<file path="src/design/ecb_pkg.sv">
// Package for the edge coverage bitmap unit.
// Field widths, controller command/status structs. No dependencies.
package ecb_pkg;

   localparam int LINE_W    = 23;
   localparam int OPC_W     = 8;
   localparam int RD_IDX_W  = 16;
   localparam int CNT_W     = 8;
   localparam int OUT_IDX_W = 16;
   localparam int LOC_W     = LINE_W + OPC_W;
   localparam int PREV_W    = LOC_W - 1;

   localparam logic FUNC_TRACE = 1'b0;
   localparam logic FUNC_READ  = 1'b1;

   typedef struct packed {
      logic accept;
      logic clear;
      logic commit;
   } ecb_cmd_type;

   typedef struct packed {
      logic clear_last;
      logic out_free;
   } ecb_status_type;

endpackage

</file>
<file path="src/design/ecb_ctrl.sv">
// Controller: clearing sweep after reset, accept, then commit of each beat.
// Depends on ecb_pkg.
module ecb_ctrl (
   input  logic                    clock,
   input  logic                    reset,
   input  logic                    req_valid,
   output logic                    req_ready,
   input  ecb_pkg::ecb_status_type status,
   output ecb_pkg::ecb_cmd_type    cmd
);
   import ecb_pkg::*;

   localparam logic [1:0] ST_CLEAR  = 2'd0;
   localparam logic [1:0] ST_IDLE   = 2'd1;
   localparam logic [1:0] ST_COMMIT = 2'd2;

   logic [1:0] state_ff, state_in;

   always_comb begin
      state_in   = state_ff;
      cmd        = '0;
      req_ready  = 1'b0;
      unique case (state_ff)
         ST_CLEAR: begin
            cmd.clear = 1'b1;
            if (status.clear_last) begin
               state_in = ST_IDLE;
            end
         end
         ST_IDLE: begin
            req_ready  = 1'b1;
            cmd.accept = req_valid;
            if (req_valid) begin
               state_in = ST_COMMIT;
            end
         end
         ST_COMMIT: begin
            cmd.commit = status.out_free;
            if (status.out_free) begin
               state_in = ST_IDLE;
            end
         end
         default: begin
            state_in = ST_CLEAR;
         end
      endcase
   end

   always_ff @(posedge clock) begin
      if (reset) begin
         state_ff <= ST_CLEAR;
      end else begin
         state_ff <= state_in;
      end
   end

endmodule

</file>
<file path="config.mk">
export PLATFORM = sky130hd
export DESIGN_NAME = ecb_ctrl
export DESIGN_NICKNAME = d
export VERILOG_FILES = /design/src/design/ecb_pkg.sv /design/src/design/ecb_ctrl.sv
export SDC_FILE = /design/constraint.sdc
export NUM_CORES = 1
export LEC_CHECK = 0
export BUFFER_PORTS_ARGS = -buffer_cell sky130_fd_sc_hd__buf_2
export CORE_AREA = 3 3 40 42
export CTS_CLUSTER_SIZE = 28
export DETAILED_ROUTE_END_ITERATION = 12
export DIE_AREA = 0 0 43 45
export SYNTH_ARGS = -nofsm -noshare
export SYNTH_HDL_FRONTEND = slang
export SYNTH_SLANG_ARGS = --single-unit
</file>
<file path="constraint.sdc">
create_clock -name clock -period 1 [get_ports clock]
set_input_delay 0.2 -clock clock [delete_from_list [all_inputs] [get_ports clock]]
set_output_delay 0.2 -clock clock [all_outputs]
set_load 0.005 [all_outputs]
</file>
---- Word-level counts from Yosys, hierarchy flattened ----
Index checks and enable logic that the tools add are counted.
storage, ports and cells
  latch bits .............................. 0
  bits in read-only memories .............. 0
  bits in registers ....................... 2
  output and inout port bits .............. 4
  bits in writable memories ............... 0
  word-level logic and storage cells ...... 16
  memories ................................ 0
  bits of input ports ..................... 5
operators by class
  bitwise operators ....................... 0
  mux-type cells .......................... 8
  $add $sub $neg .......................... 0
  shift operators ......................... 0
  multiply operators ...................... 0
  divide/modulo/power cells ............... 0
  eq/ne operators ......................... 5
  $lt $le $gt $ge ......................... 0
  reduce and logical (&&, ||, !) cells .... 2
operator list
  cell                                           number
  two-way mux 2 bit                              3
  != test 2 bit, second input constant           3
  case mux 2 bit (3 select lines)                1
  two-way mux 1 bit                              4
  AND reduction 3 bit                            1
  == test 2 x 1 -> 1 bit, second input constant  1
  == test 2 bit, second input constant           1
  logical NOT 2 bit                              1

---- Depth between registers and ports, before layout ----
Gate-level depths: netlist of run 1.
  depth in word-level cells ............... 3
  gate-level depth with buffers ........... 3
  gate-level depth less buffers ........... 3

---- Worst setup path before layout of run 1 ----
OpenSTA, ideal clock, no wires.
  path kind ............................... register to output
  start point ............................. register state_ff[1]
  end point ............................... output port cmd[0] (netlist name)
  path slack .............................. 0.175 ns
  path buffers ............................ 0
  data required time ...................... 0.800 ns
  data arrival time ....................... 0.625 ns
  cell stages (with the launch flop) ...... 3
  path through ............................ dfxtp_1 -> inv_1 -> nor2_1
RTL lines
  what                    RTL line        RTL
  from (decl)             ecb_ctrl.sv:17  logic [1:0] state_ff, state_in;
  from (signal assigned)  ecb_ctrl.sv:53  state_ff <= state_in;
  to (decl)               ecb_ctrl.sv:9   output ecb_pkg::ecb_cmd_type cmd

==> results of run 1 <==
-- repair_timing --
item                                    CTS  global route
resized for setup                         2             4
hold endpoints to repair                  0             0
endpoints found under the setup margin    4             4
buffers inserted                          0             1
pin swaps                                 0             0
-- worst max-delay path by stage --
stage                      from      to  slack (ps)  depth (start not counted)
global placement    state_ff[0]  cmd[0]          90                          3
finish              state_ff[0]  cmd[0]         -80                          3
detailed placement  state_ff[0]  cmd[0]         100                          3
global route        state_ff[0]  cmd[0]        -140                          3
floorplan           state_ff[1]  cmd[0]         180                          2
CTS                 state_ff[0]  cmd[0]        -110                          3
-- final cells by class --
class | instances | area (µm²)
clock buffer | 3 | 22.5
fill | 156 | 1050
inverter | 1 | 3.75
multi-input combinational | 12 | 83.8
sequential | 2 | 45.0
tap | 15 | 18.8
timing repair buffer | 10 | 58.8
-- metrics by stage --
step / power (mW) / setup WS [ps] / hold WS, ps / cells / area (µm²)
after detailed placement: 0.164 / 102 / 382 / 39 / 189
after global placement: 0.163 / 93.4 / 383 / 39 / 189
after global routing: 0.380 / -136 / 160 / 43 / 233
final: 0.347 / -83.1 / 148 / 43 / 233
after floorplan: 0.133 / 175 / 272 / 15 / 123
after CTS: 0.356 / -113 / 146 / 42 / 216
-- kinds of logic after synthesis --
logic type,Yosys count,share of synthesized area (%)
simple gates,8,40.8
compound gates,4,23.5
flops,2,32.7
buf+inv,1,3.06
-- layer usage --
| layer | global-route usage (%) | vias to the layer above |
|---|---|---|
| li1 | - | 80 |
| met1 | 3.83 | 66 |
| met2 | 6.29 | 9 |
| met3 | 5.98 | 0 |
| met4 | 3.61 | 0 |
| met5 | 0 | - |
-- synthesized netlist by cell type --
master	count	area (µm²)
nand2_1	1	3.75
nand2b_4	1	13.8
a22oi_1	1	7.51
dfxtp_1	2	40.0
inv_1	1	3.75
o21ai_0	1	5.00
a21o_1	1	7.51
a21oi_2	1	8.76
nor2_1	5	18.8
nor2b_4	1	13.8
-- power by group --
group	internal (mW)	switching (mW)	total, mW
sequential	0.0880	0.00758	0.0955
clock	0.132	0.0428	0.175
combinational	0.0451	0.0315	0.0765
total	0.265	0.0818	0.347
==> run summary, run 1 <==
status: complete, but fails checks
violated checks: setup timing
Top reg by flops: state_ff
min Tclk post-route: 1080 ps
crit end category: output pin
Final Cycle Share: 108%
FF+latch count, synth: 2
Net count, final: 35
R2R depth: 4
largest net degree at the start of global routing: 7
most frequent cells in the layout: 8 x buf_2, 3 x nor2_1, 3 x clkbuf_4, 2 x nor2_2
syn nets: 20
Worst setup SP type: flop
cts bufs inserted: 3
drt wl/cell: 7.60 µm
CTS root buffer: clkbuf_4
aggregate routed wire length: 327 µm
core area: 0.00128 mm²
YS warnings: 0
number of global-route vias before repair: 177
Slew Viols, Final: 0
die height: 45 µm
Vias: 155
DR pass1 iterations: 1
Slew HR: 82.2%
average cell area after synthesis: 8.17 µm²
Buffers & Inverters on Critical Path: 1
post-detailed-route count of antenna-violating nets: 0
antenna violations before repair: 0
Critical-path top delay cell: dfxtp_4
clock slew at reported path FFs: 30 ps
crit-path cells: nand2b_4 > nor2_2 > buf_2
Top Layer Used: met3
reg-to-reg critical path endpoint: state_ff[0]
achievable frequency: 923 MHz
Max Cap Viol: 0
WL met1: 131 µm
Post-route DRC: 0
CTS max path bufs: 2
Final Core Density: 18.1%
max FFs per register: 2
Buffers on Ports: 8
total die area: 0.00194 mm²
sequential area share after synthesis: 32.7%
measured slew at the worst slew-check pin: 265 ps
Layout Skew: 2.87 ps
synth unique cells: 10
worst hold endpoint: state_ff[1]
Worst-Skew Late Latency: 220 ps
Crit path required time: 800 ps
area delta synth->final: 89.8%
Ports: 9
count of cells along the worst hold path: 2
Peak VDD IR: 315 µV
CP Max Fanout: 6
commonest non-fill, non-tap cell in the layout: buf_2
WL met3: 56 µm
dpl hpwl: 272 µm
delay-heaviest family, CP: flip-flops
RSZ-0062 raised after global routing: yes
Hold Path Class: in -> reg
std cell rows: 13
overall routing resource usage: 4.82%
# H-tree levels: 1
share of cells above drive strength 1: 71.4%
initial DRC count: 0
diode count: 0
DR vias/cell: 3.60
total congestion overflow: 0
global placer's final weighted congestion: 0.689
Fin. Hold Viols: 0
CTS tree: done
HP Start: reset
first-pass GRT wire length: 607 µm
PD cells: 1490 mW/mm²
Hold-fix buffers, CTS: 0
flop-to-flop setup slack: 60 ps
setup ws final: -83.1 ps
TNS Setup: -252 ps
Initial Util: 9.54%
cells after synthesis: 15
met2 WL post-DR: 140 µm
Lkg Pwr: 0.113 nW
Setup Viol. Count Final: 4
top flop regs: state_ff: 2 flops
crit path kind: reg -> out
Critical Path Max Stage Delay: 350 ps
chip width: 43 µm
clock sinks: 2
Cell Area, Synth: 123 µm²
launch point of the worst reg-to-reg path: state_ff[0]
WP data arrival: 880 ps
Note: power is estimated with default switching activity, not from simulation.
==> inputs of run 2 (changes only) <==
- ABC_AREA: default -> 1
==> run 2 against run 1 <==
  * The flow still finishes with violations (setup timing)
  * Largest cell class unchanged
  * Highest routed layer unchanged
  * Synthesized cell count increased by 33%
  * Area after synthesis decreased by 7.1%
  * Hold slack got worse by 1.0 ps
  * Via count decreased by 3.2%
  * Clock-buffer cell count unchanged
  * Sequential power increased by 2%
  * Sequential share of layout area increased by 0.41 points
  * Utilization decreased by 1.4 points
  * Cell area decreased by 7.5%
  * Critical endpoint unchanged
  * Register-to-register slack improved by 150 ps
==> run summary, run 2 <==
Worst setup SP type: flop
CTS tree: done
CTS max path bufs: 2
average cell area after synthesis: 5.69 µm²
DR pass1 iterations: 1
violated checks: setup timing
Final Core Density: 16.7%
crit end category: output pin
Layout Skew: 0.722 ps
TNS Setup: -105 ps
reg-to-reg critical path endpoint: state_ff[1]
crit-path cells: nor3_2 > buf_2
final std cells w/o fill: 47
core area: 0.00128 mm²
area delta synth->final: 89.0%
# H-tree levels: 1
clock sinks: 2
Setup Viol. Count Final: 4
initial DRC count: 0
diode count: 0
global placer's final weighted congestion: 0.670
CP Launch Point: state_ff[0]
measured slew at the worst slew-check pin: 173 ps
Cell Area, Synth: 114 µm²
share of cells above drive strength 1: 53.1%
number of global-route vias before repair: 161
R2R depth: 3
Hold Path Class: in -> reg
Ports: 9
overall routing resource usage: 4.40%
max FFs per register: 2
crit path kind: reg -> out
drt wl/cell: 6.64 µm
WP data arrival: 850 ps
die height: 45 µm
status: complete, but fails checks
most common cell in the netlist: inv_1
Net count, final: 39
Top reg by flops: state_ff
RSZ-0062 raised after global routing: yes
most frequent cells in the layout: 8 x buf_2, 6 x inv_1, 4 x nand2_1, 3 x clkbuf_4
PD cells: 1530 mW/mm²
Vias: 150
Final Cycle Share: 105%
Synth top area share: 35.2%
top flop regs: state_ff: 2 flops
cts bufs inserted: 3
top post-synthesis cells by count: 7 x inv_1, 4 x nand2_1, 2 x dfxtp_1, 2 x nand3_1, 2 x nor2_1
total congestion overflow: 0
flop-to-flop setup slack: 210 ps
Synth async-reset ratio: 0%
Max Cap Viol: 0
delay-heaviest family, CP: flip-flops
Slew Viols, Final: 0
synth top area cells: dfxtp_1 35%, inv_1 23%, nand2_1 13%, nand3_1 8.8%, nor2_1 6.6%
post-detailed-route count of antenna-violating nets: 0
Buffers & Inverters on Critical Path: 1
sequential area share after synthesis: 35.2%
Critical Path Max Stage Delay: 340 ps
min Tclk post-route: 1050 ps
cells after synthesis: 20
chip width: 43 µm
setup ws final: -45.5 ps
Initial Util: 8.86%
cell count after placement: 43
Synth area leader: dfxtp_1
Lkg Pwr: 0.132 nW
Post-DP Area: 173 µm²
total die area: 0.00194 mm²
syn nets: 25
Slew HR: 88.4%
design area: 215 µm²
Critical-path top delay cell: dfxtp_2
achievable frequency: 956 MHz
total power: 330 µW
DR vias/cell: 3.19
antenna violations before repair: 0
FF+latch count, synth: 2
EDFF count, synth: 0
synth unique cells: 8
Crit path required time: 800 ps
top_reg_cell synth: dfxtp_1
launch point of the worst reg-to-reg path: state_ff[0]
clock slew at reported path FFs: 30 ps
YS warnings: 0
Worst-Skew Late Latency: 220 ps
Fin. Hold Viols: 0
aggregate routed wire length: 312 µm
HP Start: reset
Buffers on Ports: 8
commonest non-fill, non-tap cell in the layout: buf_2
worst hold endpoint: state_ff[1]
count of cells along the worst hold path: 2
Post-route DRC: 0
largest net degree at the start of global routing: 7
CTS root buffer: clkbuf_4
Peak VDD IR: 260 µV
first-pass GRT wire length: 545 µm
CP Max Fanout: 6
std cell rows: 13
==> run 2: cell types whose count changed after synthesis, moves of 2 or more <==
cell     delta
nor2_1      -3
inv_1       +6
nand3_1     +2
nand2_1     +3
==> run 2: final cells by class <==
type	instances	area (µm²)
fillers	162	1070
clock buffers	3	22.5
inverters	7	26.3
multi-input cells	11	57.6
flip-flops and latches	2	42.5
repair buffers	9	47.5
well taps	15	18.8
==> run 2: logic make-up (layout without fill, tap and decap cells) <==
| logic type | Yosys count | in the layout | synth area share, % |
|---|---|---|---|
| DFF | 2 | 2 | 35.2 |
| and+or+nand+nor | 9 | 9 | 33.0 |
| AOI/OAI and AO/OA | 2 | 2 | 8.78 |
| buffers and inverters | 7 | 19 | 23.1 |
==> run 2: report_power, final <==
| group | leakage (nW) | total [mW] | switching [mW] | internal [mW] |
|---|---|---|---|---|
| Clock | 0.0138 | 0.178 | 0.0459 | 0.132 |
| Sequential | 0.0172 | 0.0971 | 0.00896 | 0.0882 |
| Combinational | 0.101 | 0.0547 | 0.0265 | 0.0282 |
| Total | 0.132 | 0.330 | 0.0814 | 0.249 |
==> run 2: worst reg2reg max path, cell delays in order (launching register included) <==
cell	delay [ps]
dfxtp_2	370
nand3_2	90
buf_4	130
a21oi_1	120
==> run 2: worst max-delay path by stage <==
stage | endpoint | slack [ps] | depth (start not counted)
2_1_floorplan | cmd[0] | 200 | 2
3_3_place_gp | cmd[0] | 100 | 3
3_5_place_dp | cmd[0] | 80 | 3
4_1_cts | cmd[0] | -60 | 2
5_1_grt | cmd[0] | -100 | 2
6_report | cmd[0] | -50 | 2
==> run 2: what timing repair did <==
item,CTS,global route
pin swaps,1,0
endpoints found under the hold margin,0,0
gates resized for setup,5,0
setup endpoints to repair,4,4
setup buffers,1,0
hold buffers,0,0
==> run 2: layer usage <==
layer / GRT usage, % / vias to the layer above / part of all wire (%)
li1: - / 83 / -
met1: 3.11 / 61 / 40
met2: 6.59 / 6 / 50
met3: 2.39 / 0 / 9.6
met4: 7.23 / 0 / 0
met5: 0 / - / 0
==> run 2: per-stage QoR <==
| stage | setup WS [ps] | hold slack [ps] |
|---|---|---|
| 2_1_floorplan | 203 | 269 |
| 3_3_place_gp | 99.2 | 377 |
| 3_5_place_dp | 79.2 | 385 |
| 4_1_cts | -58.0 | 138 |
| 5_1_grt | -98.4 | 161 |
| 6_report | -45.5 | 147 |
==> inputs of run 3 (changes only) <==
- GPL_TIMING_DRIVEN: default -> 0
==> run 3 against run 2 <==
  * The run still ends with setup timing left
  * Highest routed layer unchanged
  * Setup slack better by 7.6 ps
  * Clock skew about the same
  * Critical path type unchanged
  * Non-clock buffer count did not move
  * Wire length down 3.5%
==> run summary, run 3 (synthesized netlist as in run 2, its figures left out) <==
status: complete, but fails checks
violated checks: setup timing
sw frac: 24.2%
reg-to-reg critical path endpoint: state_ff[1]
count of cells along the worst hold path: 2
clock slew at reported path FFs: 30 ps
Clk network pwr share: 54.0%
setup ws final: -37.9 ps
R2R depth: 3
Max Cap Viol: 0
share of cells above drive strength 1: 53.1%
Lkg Pwr: 0.132 nW
Reg power frac: 29.6%
top flop regs: state_ff: 2 flops
Final Cycle Share: 104%
chip width: 43 µm
flop-to-flop setup slack: 220 ps
Critical Path Max Stage Delay: 340 ps
crit end category: output pin
Slew HR: 91.0%
PD cells: 1530 mW/mm²
Worst-Skew Late Latency: 220 ps
core area: 0.00128 mm²
die height: 45 µm
achievable frequency: 963 MHz
post-detailed-route count of antenna-violating nets: 0
Layout Skew: 1.19 ps
Fin. Hold Viols: 0
std cell rows: 13
Slew Viols, Final: 0
overall routing resource usage: 3.90%
first-pass GRT wire length: 462 µm
sw power: 79.6 µW
Hold-fix buffers, CTS: 0
measured slew at the worst slew-check pin: 134 ps
cts bufs inserted: 3
drt wl/cell: 6.40 µm
Worst setup SP type: flop
worst hold endpoint: state_ff[1]
total congestion overflow: 0
crit path kind: reg -> out
Crit path required time: 800 ps
HP Start: reset
launch point of the worst reg-to-reg path: state_ff[0]
CP Max Fanout: 6
aggregate routed wire length: 301 µm
Setup Viol. Count Final: 4
largest net degree at the start of global routing: 7
Hold Path Class: in -> reg
Buffers on Ports: 8
min Tclk post-route: 1040 ps
RSZ-0062 raised after global routing: yes
number of global-route vias before repair: 130
Pint: 249 µW
antenna violations before repair: 0
Comb pwr share: 16.5%
CTS max path bufs: 2
# H-tree levels: 1
global placer's final weighted congestion: 0.719
Initial Util: 8.86%
most frequent cells in the layout: 8 x buf_2, 6 x inv_1, 4 x nand2_1, 3 x clkbuf_4
crit-path cells: nor3_2 > buf_2
CTS tree: done
Peak VDD IR: 259 µV
commonest non-fill, non-tap cell in the layout: buf_2
dpl hpwl: 234 µm
clock sinks: 2
total power: 328 µW
total die area: 0.00194 mm²
Top reg by flops: state_ff
initial DRC count: 3
area delta synth->final: 89.0%
Buffers & Inverters on Critical Path: 1
Final Core Density: 16.7%
diode count: 0
Critical-path top delay cell: dfxtp_2
Vias: 155
DR pass1 iterations: 4
WP data arrival: 840 ps
max FFs per register: 2
Ports: 9
delay-heaviest family, CP: flip-flops
Post-route DRC: 0
CTS root buffer: clkbuf_4
Net count, final: 39
DR vias/cell: 3.30
==> run 3: cell counts in the layout (fill, tap and decap cells not counted) <==
No cell type changed its count.
==> run 3: routing by layer <==
layer	vias up	share of wire (%)	wire length, µm	GRT usage, %
met3	0	14	43	3.59
li1	82	-	-	-
met4	0	0	0	7.23
met1	67	36	107	2.39
met5	-	0	0	0
met2	6	50	151	4.79
==> run 3: worst max path at each step <==
stage | startpoint | to | depth (start not counted)
CTS | state_ff[0] | cmd[0] | 2
global route | state_ff[1] | cmd[0] | 3
finish | state_ff[0] | cmd[0] | 2
floorplan | state_ff[1] | cmd[0] | 2
global placement | state_ff[1] | cmd[0] | 3
detailed placement | state_ff[1] | cmd[0] | 3
==> run 3: power groups by stage <==
stage          clock (mW)  combinational [mW]  sequential, mW
2_1_floorplan           0              0.0258          0.0936
4_1_cts             0.191              0.0516          0.0969
3_3_place_gp            0              0.0488          0.0950
5_1_grt             0.197              0.0622          0.0989
3_5_place_dp            0              0.0489          0.0950
6_report            0.177              0.0540          0.0971
==> run 3: final cells by class <==
class | instances | area, µm²
Fill cell | 161 | 1070
Multi-Input combinational cell | 11 | 57.6
Timing Repair Buffer | 9 | 47.5
Sequential cell | 2 | 42.5
Inverter | 7 | 26.3
Clock buffer | 3 | 22.5
Tap cell | 15 | 18.8
==> run 3: through the flow <==
| step | hold slack, ps | instance area [µm²] | setup slack, ps | std cells | TNS [ps] |
|---|---|---|---|---|---|
| 2_1_floorplan | 269 | 114 | 203 | 20 | 0 |
| 3_3_place_gp | 375 | 173 | 97.5 | 43 | 0 |
| 3_5_place_dp | 372 | 173 | 101 | 43 | 0 |
| 4_1_cts | 127 | 208 | -52.1 | 46 | -160 |
| 5_1_grt | 138 | 215 | -101 | 47 | -322 |
| 6_report | 136 | 215 | -37.9 | 47 | -85.4 |
==> run 3: what timing repair did <==
| item | CTS | global route |
|---|---|---|
| buffers inserted | 0 | 1 |
| cloned | 0 | 0 |
| endpoints found under the setup margin | 4 | 4 |
| gates resized for setup | 5 | 0 |
| pin swaps | 1 | 0 |
==> run 3: worst register-to-register path, stage by stage, from the launching register on <==
cell and delay [ps]:
dfxtp_2 370, nand3_2 90, buf_4 130, a21oi_1 110
